### src/rtl/bdsm_pkg.sv
`default_nettype none

package bdsm_pkg;

    // register indexes on the configuration port
    localparam logic [2:0] CFG_ENABLES    = 3'd0;
    localparam logic [2:0] CFG_CAL_FACTOR = 3'd1;
    localparam logic [2:0] CFG_MIN_MV     = 3'd2;
    localparam logic [2:0] CFG_REF_MV     = 3'd3;
    localparam logic [2:0] CFG_BASE_DT    = 3'd4;
    localparam logic [2:0] CFG_DT_SENS    = 3'd5;
    localparam logic [2:0] CFG_GRACE      = 3'd6;
    localparam logic [2:0] CFG_TIMEOUT    = 3'd7;

    localparam int CFG_ADDR_W = 3;
    localparam int CFG_DATA_W = 24;

    // shared multiplier operand and product widths
    localparam int OPA_W  = 23;
    localparam int OPB_W  = 17;
    localparam int PROD_W = OPA_W + OPB_W;

    typedef enum logic [2:0] {
        ST_IDLE,
        ST_MUL_MV,
        ST_VOLT,
        ST_MUL_DT,
        ST_CORR
    } seq_state_t;

    typedef struct packed {
        logic power_up;
        logic dormant;
        logic fresh_loss;
        logic loss_pending;
    } acc_status_t;

endpackage

`default_nettype wire

### src/rtl/bdsm_mul.sv
`default_nettype none

module bdsm_mul (
    input  wire logic                                aclk,
    input  wire logic                                en,
    input  wire logic signed [bdsm_pkg::OPA_W-1:0]   op_a,
    input  wire logic signed [bdsm_pkg::OPB_W-1:0]   op_b,
    output logic signed      [bdsm_pkg::PROD_W-1:0]  prod
);
    import bdsm_pkg::*;

    logic signed [PROD_W-1:0] prod_reg;

    always_ff @(posedge aclk) begin
        if (en) begin
            prod_reg <= PROD_W'(op_a) * PROD_W'(op_b);
        end
    end

    assign prod = prod_reg;

endmodule

`default_nettype wire

### src/rtl/bdsm_acc.sv
`default_nettype none

module bdsm_acc (
    input  wire logic                  aclk,
    input  wire logic                  aresetn,
    input  wire logic                  commit,
    input  wire logic                  supervise_en,
    input  wire logic [31:0]           now_ms,
    input  wire logic                  acc_on,
    input  wire logic                  display_ready,
    input  wire logic [23:0]           grace_ms,
    input  wire logic [23:0]           timeout_ms,
    output bdsm_pkg::acc_status_t      status_next
);
    import bdsm_pkg::*;

    logic        seen_reg, sleep_reg, just_lost_reg, pending_reg, armed_reg;
    logic        seen_next, sleep_next, just_lost_next, pending_next, armed_next;
    logic [31:0] loss_time_reg, loss_time_next;
    logic [31:0] elapsed;
    logic        rdy;

    always_comb begin
        seen_next      = seen_reg;
        sleep_next     = sleep_reg;
        just_lost_next = just_lost_reg;
        pending_next   = pending_reg;
        armed_next     = armed_reg;
        loss_time_next = loss_time_reg;
        rdy            = display_ready;
        elapsed        = 32'd0;
        if (!supervise_en || acc_on) begin
            seen_next      = 1'b1;
            sleep_next     = 1'b0;
            just_lost_next = 1'b0;
            pending_next   = 1'b0;
            armed_next     = 1'b0;
            if (supervise_en) begin
                loss_time_next = 32'd0;
            end
        end else begin
            // falling edge of ACC: arm the timer, readiness drops on this word
            if (seen_reg) begin
                seen_next      = 1'b0;
                loss_time_next = now_ms;
                armed_next     = 1'b1;
                just_lost_next = 1'b1;
                pending_next   = 1'b1;
                rdy            = 1'b0;
            end
            elapsed = now_ms - loss_time_next;
            if (!sleep_reg && armed_next) begin
                if ((rdy && elapsed >= {8'd0, grace_ms}) || elapsed >= {8'd0, timeout_ms}) begin
                    sleep_next     = 1'b1;
                    just_lost_next = 1'b0;
                    pending_next   = 1'b0;
                end
            end
        end
    end

    always_ff @(posedge aclk) begin
        if (!aresetn) begin
            seen_reg      <= 1'b1;
            sleep_reg     <= 1'b0;
            just_lost_reg <= 1'b0;
            pending_reg   <= 1'b0;
            armed_reg     <= 1'b0;
            loss_time_reg <= 32'd0;
        end else if (commit) begin
            seen_reg      <= seen_next;
            sleep_reg     <= sleep_next;
            just_lost_reg <= just_lost_next;
            pending_reg   <= pending_next;
            armed_reg     <= armed_next;
            loss_time_reg <= loss_time_next;
        end
    end

    assign status_next.power_up     = seen_next;
    assign status_next.dormant      = sleep_next;
    assign status_next.fresh_loss   = just_lost_next;
    assign status_next.loss_pending = pending_next;

endmodule

`default_nettype wire

### src/rtl/battery_deadtime_and_sleep_monitor_core.sv
`default_nettype none

// Battery voltage and dead-time monitor with ACC-loss sleep supervision.
// Input channel (s_valid/s_ready) takes one supervision word per tick: time
// stamp, converter sample with its valid flag, ACC level and display-ready.
// Result channel (m_valid/m_ready) returns one word per input word: voltage
// in millivolts, corrected injector dead time and four ACC/sleep flags.
// The user must write configuration through cfg_we/cfg_addr/cfg_wdata only
// while idle; the block does not enforce it. There is no read-back and writes
// take effect at once. Each word passes the steps MUL_MV, VOLT, MUL_DT and
// CORR, then the output register; the single shared multiplier is used twice
// per word (scaling, then the dead-time correction) with a register stage
// between the uses. s_ready is high only while the sequencer is idle.
// The result waits in an output register; if the receiver stalls with a
// result still held, the finished word waits in the last step and the next
// input is not taken until the held result has been read.
// Synchronous active-low reset sets configuration and state to defaults,
// marks ACC present with no timer running and empties the output register.
module battery_deadtime_and_sleep_monitor_core #(
    parameter int MAX_DEAD_TIME_US = 2000
) (
    input  wire logic                           aclk,
    input  wire logic                           aresetn,
    input  wire logic                           cfg_we,
    input  wire logic [bdsm_pkg::CFG_ADDR_W-1:0] cfg_addr,
    input  wire logic [bdsm_pkg::CFG_DATA_W-1:0] cfg_wdata,
    input  wire logic                           s_valid,
    output logic                                s_ready,
    input  wire logic [31:0]                    s_now_ms,
    input  wire logic [11:0]                    s_adc_raw,
    input  wire logic                           s_adc_valid,
    input  wire logic                           s_acc_on,
    input  wire logic                           s_display_ready,
    output logic                                m_valid,
    input  wire logic                           m_ready,
    output logic [15:0]                         m_battery_mv,
    output logic [11:0]                         m_dead_time_us,
    output logic                                m_acc_present,
    output logic                                m_dormant,
    output logic                                m_acc_just_lost,
    output logic                                m_loss_pending
);
    import bdsm_pkg::*;

    localparam logic [11:0] MaxDt = 12'(MAX_DEAD_TIME_US);

    // configuration
    logic [1:0]  enables_reg;
    logic [21:0] cal_reg;
    logic [15:0] min_mv_reg, ref_mv_reg, sens_reg;
    logic [11:0] base_dt_reg;
    logic [23:0] grace_reg, timeout_reg;

    // latched input word
    logic [31:0] now_reg;
    logic [11:0] raw_reg;
    logic        adc_valid_reg, acc_on_reg, disp_reg;

    seq_state_t  state_reg, state_next;
    logic        accept, mul_en, commit;

    logic signed [OPA_W-1:0]  op_a;
    logic signed [OPB_W-1:0]  op_b;
    logic signed [PROD_W-1:0] prod;

    logic [15:0]        mv_reg, mv_sat, volt;
    logic signed [16:0] diff_reg, diff_next;
    logic signed [34:0] num;
    logic [24:0]        quot;
    logic [11:0]        dt_calc;
    logic               measure;

    acc_status_t status_next;

    logic        m_valid_reg, m_valid_next;
    logic [15:0] out_mv_reg;
    logic [11:0] out_dt_reg;
    acc_status_t out_status_reg;

    assign accept = s_valid && s_ready;

    always_ff @(posedge aclk) begin
        if (!aresetn) begin
            enables_reg <= 2'd3;
            cal_reg     <= 22'd301466;
            min_mv_reg  <= 16'd6000;
            ref_mv_reg  <= 16'd14000;
            base_dt_reg <= 12'd1000;
            sens_reg    <= 16'd307;
            grace_reg   <= 24'd2000;
            timeout_reg <= 24'd30000;
        end else if (cfg_we) begin
            case (cfg_addr)
                CFG_ENABLES:    enables_reg <= cfg_wdata[1:0];
                CFG_CAL_FACTOR: cal_reg     <= cfg_wdata[21:0];
                CFG_MIN_MV:     min_mv_reg  <= cfg_wdata[15:0];
                CFG_REF_MV:     ref_mv_reg  <= cfg_wdata[15:0];
                CFG_BASE_DT:    base_dt_reg <= cfg_wdata[11:0];
                CFG_DT_SENS:    sens_reg    <= cfg_wdata[15:0];
                CFG_GRACE:      grace_reg   <= cfg_wdata;
                CFG_TIMEOUT:    timeout_reg <= cfg_wdata;
                default: ;
            endcase
        end
    end

    always_ff @(posedge aclk) begin
        if (accept) begin
            now_reg       <= s_now_ms;
            raw_reg       <= s_adc_raw;
            adc_valid_reg <= s_adc_valid;
            acc_on_reg    <= s_acc_on;
            disp_reg      <= s_display_ready;
        end
    end

    // sequencer
    always_comb begin
        state_next = state_reg;
        s_ready    = 1'b0;
        mul_en     = 1'b0;
        commit     = 1'b0;
        op_a       = $signed({1'b0, cal_reg});
        op_b       = $signed({5'd0, raw_reg});
        case (state_reg)
            ST_IDLE: begin
                s_ready = 1'b1;
                if (s_valid) begin
                    state_next = ST_MUL_MV;
                end
            end
            ST_MUL_MV: begin
                mul_en     = 1'b1;
                state_next = ST_VOLT;
            end
            ST_VOLT: begin
                state_next = ST_MUL_DT;
            end
            ST_MUL_DT: begin
                mul_en     = 1'b1;
                op_a       = OPA_W'(diff_reg);
                op_b       = $signed({1'b0, sens_reg});
                state_next = ST_CORR;
            end
            ST_CORR: begin
                // hold the finished word until the output register is free
                if (!m_valid_reg || m_ready) begin
                    commit     = 1'b1;
                    state_next = ST_IDLE;
                end
            end
            default: state_next = ST_IDLE;
        endcase
    end

    always_ff @(posedge aclk) begin
        if (!aresetn) begin
            state_reg <= ST_IDLE;
        end else begin
            state_reg <= state_next;
        end
    end

    bdsm_mul u_mul (
        .aclk (aclk),
        .en   (mul_en),
        .op_a (op_a),
        .op_b (op_b),
        .prod (prod)
    );

    // saturate the scaled sample, pick the correction voltage
    always_comb begin
        mv_sat = (|prod[33:32]) ? 16'hFFFF : prod[31:16];
        volt   = (mv_sat <= min_mv_reg) ? ref_mv_reg : mv_sat;
        diff_next = $signed({1'b0, ref_mv_reg}) - $signed({1'b0, volt});
    end

    always_ff @(posedge aclk) begin
        if (state_reg == ST_VOLT) begin
            mv_reg   <= mv_sat;
            diff_reg <= diff_next;
        end
    end

    // base plus correction, floor to microseconds, clamp
    always_comb begin
        num  = $signed({13'd0, base_dt_reg, 10'd0}) + prod[34:0];
        quot = num[34:10];
        if (num[34] || num == 35'sd0) begin
            dt_calc = 12'd0;
        end else if (quot > {13'd0, MaxDt}) begin
            dt_calc = MaxDt;
        end else begin
            dt_calc = quot[11:0];
        end
    end

    assign measure = enables_reg[0] && adc_valid_reg;

    bdsm_acc u_acc (
        .aclk          (aclk),
        .aresetn       (aresetn),
        .commit        (commit),
        .supervise_en  (enables_reg[1]),
        .now_ms        (now_reg),
        .acc_on        (acc_on_reg),
        .display_ready (disp_reg),
        .grace_ms      (grace_reg),
        .timeout_ms    (timeout_reg),
        .status_next   (status_next)
    );

    always_comb begin
        m_valid_next = m_valid_reg;
        if (commit) begin
            m_valid_next = 1'b1;
        end else if (m_ready) begin
            m_valid_next = 1'b0;
        end
    end

    always_ff @(posedge aclk) begin
        if (!aresetn) begin
            m_valid_reg <= 1'b0;
        end else begin
            m_valid_reg <= m_valid_next;
        end
    end

    always_ff @(posedge aclk) begin
        if (commit) begin
            out_mv_reg     <= measure ? mv_reg : 16'd0;
            out_dt_reg     <= measure ? dt_calc : 12'd0;
            out_status_reg <= status_next;
        end
    end

    assign m_valid         = m_valid_reg;
    assign m_battery_mv    = out_mv_reg;
    assign m_dead_time_us  = out_dt_reg;
    assign m_acc_present   = out_status_reg.power_up;
    assign m_dormant       = out_status_reg.dormant;
    assign m_acc_just_lost = out_status_reg.fresh_loss;
    assign m_loss_pending  = out_status_reg.loss_pending;

`ifndef SYNTH
    a_accept_starts: assert property (@(posedge aclk) disable iff (!aresetn)
        accept |=> state_reg == ST_MUL_MV)
        else $error("accepted word did not start the sequencer");

    a_dt_clamped: assert property (@(posedge aclk) disable iff (!aresetn)
        m_valid |-> m_dead_time_us <= MaxDt)
        else $error("dead time above limit");

    a_dormant_clears: assert property (@(posedge aclk) disable iff (!aresetn)
        m_valid && m_dormant |-> !m_acc_just_lost && !m_loss_pending)
        else $error("loss flags still set while dormant");

    a_present_quiet: assert property (@(posedge aclk) disable iff (!aresetn)
        m_valid && m_acc_present |-> !m_dormant && !m_acc_just_lost && !m_loss_pending)
        else $error("sleep flags set while ACC present");

    a_commit_free: assert property (@(posedge aclk) disable iff (!aresetn)
        commit |-> !m_valid_reg || m_ready)
        else $error("result overwritten before it was taken");
`endif

endmodule

`default_nettype wire
### config.mk
export PLATFORM = sky130hd
export DESIGN_NAME = battery_deadtime_and_sleep_monitor_core
export DESIGN_NICKNAME = d
export VERILOG_FILES = /design/src/rtl/bdsm_pkg.sv /design/src/rtl/bdsm_mul.sv /design/src/rtl/bdsm_acc.sv /design/src/rtl/battery_deadtime_and_sleep_monitor_core.sv
export SDC_FILE = /design/constraint.sdc
export NUM_CORES = 2
export LEC_CHECK = 0
export BUFFER_PORTS_ARGS = -buffer_cell sky130_fd_sc_hd__buf_2
export CAP_MARGIN = 20
export CORE_MARGIN = 2
export CORE_UTILIZATION = 25
export DETAILED_ROUTE_END_ITERATION = 7
export GPL_TIMING_DRIVEN = 0
export MAX_ROUTING_LAYER = met4
export PLACE_DENSITY = 0.38
export SYNTH_ARGS = -nofsm -noshare
export SYNTH_HDL_FRONTEND = slang
export SYNTH_SLANG_ARGS = --single-unit
### constraint.sdc
create_clock -name aclk -period 18.7 [get_ports aclk]
set_clock_uncertainty 0.1 [all_clocks]
set_input_delay 5.61 -clock aclk [delete_from_list [all_inputs] [get_ports aclk]]
set_output_delay 5.61 -clock aclk [all_outputs]
set_load 0.02 [all_outputs]
# After elaboration in Yosys (flattened, before gate mapping)
# Index checks and enable logic that the tools add are counted.
# Widths: inputs -> output; s select.
# word_totals
reg_bits	320
inputBits	79
output_inout_bits	34
word_cells	118
# classes
n_addsub	3
multipliers	1
n_lt_le_gt_ge	4
n_eq_ne	14
mux	35
bitwise_logic	1
reduce_logical	29
# op_table
cell	n
$mux 32	4
$ge 32x24->1	2
$mux 16	3
$add 22x35->35	1
$logic_not 35->1	1
$mul 23x17->35	1
$sub 32x32->32	1
$gt 25x11->1 const B	1
$mux 1	23
$mux 23	1
$reduce_and 2->1	10
$sub 16x16->17	1
$le 16x16->1	1
$eq 3x3->1 const B	5
$pmux 3 s5	1
$eq 3x2->1 const B	4
$mux 11	1
$eq 3x1->1 const B	2
$logic_not 3->1	2
$mux 3	2
$ne 2x2->1 const B	3
$reduce_or 2->1	3
$logic_and 1x1->1	4
$logic_or 1x1->1	4
4 further kinds	6

# Logic depth before layout (Yosys ltp)
# depth
word_depth	10
ltp_mapped	31
depth_no_buf	28

# Cells and area by module
# Synthesis repeated with hierarchy kept, for this count alone.
# unflattened
cells_unflattened	3407
area_unflattened_um2	31333.8
# by_module_without_submodules
module	n_inst	cells_each	area_per_inst_um2	seq_area_each_um2
bdsm_mul	1	1600	15224.6	1201.2
battery_deadtime_and_sleep_monitor_core	1	1167	11253.3	6085.8
bdsm_acc	1	640	4855.9	740.7

# Least setup slack after synthesis
# No wires, ideal clock.
# synth_path
kind	register to register
start	register state_reg[0]
end	register u_mul.prod_reg[32], in the netlist u_mul.prod[32] (data pin)
setup_time_ns	0.262
t_arrival_ns	9.244
required_time_ns	18.338
path_slack_ns	9.093
path_stages_with_launch	30
path_buffers	3
period_less_slack_ns	9.607
cell_sequence	dfxtp_1 nor2b_1 and2_1 clkbuf_1 clkbuf_1 clkbuf_1 mux2i_1 nor2_1 fa_1 inv_1 fa_1 fa_1 fa_1 inv_1 fa_1 inv_1 fa_1 inv_1 ha_1 a21o_1 nand3_1 a21boi_0 a311oi_2 a21oi_1 o41ai_2 o21ba_2 a211oi_1 a211oi_2 a21oi_1 xor2_1
# synth_between
elab_chain_cells	3
word_cells_on_any_way	4
classes_between	mul (1); eq/ne (1); mux (2)
# synth_rtl
item	line_no	text
from (decl)	battery_deadtime_and_sleep_monitor_core.sv:59	seq_state_t state_reg, state_next;
from (signal assigned)	battery_deadtime_and_sleep_monitor_core.sv:160	state_reg <= state_next;
$eq 3x2->1 *	battery_deadtime_and_sleep_monitor_core.sv:125	case (state_reg)
$mux 23 / $mux 16 (equally long branches)	battery_deadtime_and_sleep_monitor_core.sv:125	
$mul 23x17->35 *	bdsm_mul.sv:16	prod_reg <= PROD_W'(op_a) * PROD_W'(op_b);
to (signal assigned)	bdsm_mul.sv:16	
to (decl)	bdsm_mul.sv:12	logic signed [PROD_W-1:0] prod_reg;
# Mark *: on every way between the ends. The rest lies on a longest branch, timed or not.
# A chain may end at the register's enable or synchronous reset.

# Worst setup path after layout
# layout_path
start	register state_reg[0]
end	register u_mul.prod_reg[34], in the netlist u_mul.prod[34] (data pin)
# The elaborated chain is that of the path after synthesis.

==> results.yml <==
run_status:
  outcome: "complete, no violations"
worst_setup_path:
  max_stage_delay_ns: 0.85
  cp-end-kind: "register"
  reg2reg_depth: 29
  crit_top_cell: "fa_1"
  path_max_fanout: 10
  crit_family: "adder cells"
  path_buf_inv: 6
  worstPathArrival_ns: 10.65
  cp.depth: 29
  worst_setup_path_start_kind: "register"
  crit_type: "reg2reg"
  cp.required_ns: 18.90
  slowest_stage: "clkbuf_1"
pwr:
  netSwitchingFraction: 0.4763
  p_int_uw: 2439
  p_clk_frac: 0.161
  p_switching_uw: 2218
  combPwrFrac: 0.629
  seqPwrFrac: 0.210
  irDropWorstVdd_uv: 157.9
  power_leakage_uw: 0.01478
  power.density_nw_per_um2: 143.1
clock_tree:
  numCtsBuffers: 37
  cts.repair.resized: 0
  cts_setup_buffers: 0
  hold_buffers: 0
  cts_tree: "yes"
  cts_root_buffer: "clkbuf_16"
  path_clk_slew_ns: 0.06
  cts_num_sinks: 320
  htreeDepth: 2
  clockBufferDepth: 3
  clock_latency_ns: 0.57
synth:
  synth.largest_area_cell: "fa_1"
  synthTopCellsByArea: "fa_1 23%, edfxtp_1 15%, dfxtp_1 12%"
  syn-num-nets: 3790
  netlist_instances: 3172
  post_synth.cell_area_avg_um2: 9.084
  synth_edf_count: 147
  synth_cell_types: 78
  yosysWarnings: 0
  yosysMostFrequentCell: "nand2_1"
  synthFlopType: "dfxtp_1"
  synth-seq-cells: 320
  synth_common_cells: "557 x nand2_1, 530 x inv_1, 328 x fa_1"
  netlist_area_um2: 28810
  synth_top_area_share: 0.2279
  synth-seq-area-share: 0.2734
  synthArstFlopShare: 0
worst_hold_path:
  hold_depth: 2
  hold_class: "reg2reg"
grt:
  grtUsageMet2: 0.2797
  grt_overflow: 0
  antenna_found_initial: 9
  grt_util_met1: 0.2422
  grt_first_pass_wirelength_um: 148800
  grt_max_degree: 48
  met3_usage: 0.02177
  grt_usage: 0.1757
  grt_pass1_vias: 22200
  grt-busiest-layer: "met2"
cells_and_area:
  fin_area_um2: 32550
  largest_reg_flops: 35
  area_growth_pct: 12.97
  multi_input_area_um2: 18520
  final-seq-area_um2: 7878
  drive_gt1_frac: 0.05967
  nets: 3941
  fill_cells: 12310
  fin_cells: 4871
timing:
  totalNegativeSetupSlack_ns: 0
  period_share: 0.5589
  grt_setup_unrepaired: "false"
  hold_viol: 0
  holdWs_ns: 0.3639
  relSlewSlack: 0.2559
  fin_ws_ns: 8.249
  drv_slew: 0
  min_period_ns: 10.45
  max_freq_mhz: 95.69
  worst_slew_pin_slew_ns: 1.085
  finalSetupViolations: 0
placement:
  gp_congestion: 0.8992
  dp_cells: 4796
  port_buffers: 107
  place_ws_ns: 8.264
  place_area_um2: 31330
  dp_hpwl_um: 81430
floorplanning:
  rows: 124
  ioPinCount: 113
  die_h_um: 343.5
  die_x_um: 343.5
  start_util: 0.2520
  core_um2: 114300
  dieArea_um2: 118000
drt:
  ant_nets: 0
  routed_wl_um: 100100
  drc: 0
  wl_per_cell_um: 20.55
  vias: 21800
  firstDrtPassIters: 5
  drt_iter0_markers: 1328
  via_per_inst: 4.475
run:
  maxCapViolations: 0
final cells by class:
type	count	share of cell area
Antenna cell	7	0.0005382
Buffer	115	0.01349
Clock buffer	51	0.03329
Clock inverter	17	0.003613
Inverter	530	0.06112
Multi-Input combinational cell	2207	0.5691
Sequential cell	320	0.2420
Tap cell	1512	0.05812
Timing Repair Buffer	112	0.01872
kinds of logic (layout without fill, tap and decap cells):
kind of cell / count (synthesis) / after routing / synth area share
and+or+nand+nor: 1058 / 1058 / 0.1636
buffers and inverters: 645 / 825 / 0.08424
adders and majority gates: 539 / 539 / 0.3195
AOI/OAI and AO/OA: 436 / 436 / 0.1029
DFF: 320 / 320 / 0.2734
xor gates and xnor gates: 93 / 93 / 0.02827
muxes: 80 / 80 / 0.02801
other: 1 / 8 / 0.0001301
worst reg2reg max path, delay by kind of cell, from the launching register on:
kind	cells	cell delay [ns]
DFF	1	0.45
and+or+nand+nor	6	1.57
adders and majority gates	7	3.47
AOI/OAI and AO/OA	9	2.55
xor gates and xnor gates	1	0.19
buffers and inverters	6	1.89
power groups by stage:
stage	sequential [µW]	clock, µW	combinational (µW)
5_1_grt	985	800	3330
2_1_floorplan	957	0	1990
3_5_place_dp	995	0	3000
3_3_place_gp	999	0	3030
6_report	979	749	2930
4_1_cts	981	773	3030
metal layers:
metal	share of wire	vias to the layer above	routed length, µm
met1	0.48	10760	48170
met2	0.46	394	46490
met3	0.040	80	4015
met5	0	-	0
li1	-	10570	-
met4	0.014	0	1441
per-stage QoR:
stage / utilization / power [µW]
2_1_floorplan: - / 2943
3_3_place_gp: 0.2732 / 4029
3_5_place_dp: 0.2740 / 3998
4_1_cts: 0.2845 / 4784
5_1_grt: 0.2846 / 5111
6_report: 0.2847 / 4658
cells in the final DEF (no fill, tap or decap), types with 9 or more instances in the layout:
cell / count
and2_1: 9
nand2_1: 557
clkbuf_16: 41
dfxtp_1: 173
o21ai_0: 45
nor2b_1: 47
clkbuf_1: 113
nor3_1: 55
ha_1: 211
nor2_1: 175
buf_2: 109
mux2i_1: 78
a21o_1: 52
nand3_1: 55
o211ai_1: 30
a31oi_1: 10
edfxtp_1: 147
nand4_1: 18
xor2_1: 21
or3_1: 22
xnor2_1: 72
a21oi_1: 116
a211oi_1: 12
a21boi_0: 92
nand2b_1: 18
and3_1: 74
fa_1: 328
o21a_1: 19
inv_1: 530
final timing paths:
path	to	from	slack [ns]
hold / removal	grace_reg[1]	grace_reg[1]	0.36
setup / recovery	u_mul.prod[34]	state_reg[0]	8.25
setup reg to reg	u_mul.prod[34]	state_reg[0]	8.25
hold reg to reg	grace_reg[1]	grace_reg[1]	0.36
Power figures use the tool's default switching activity.
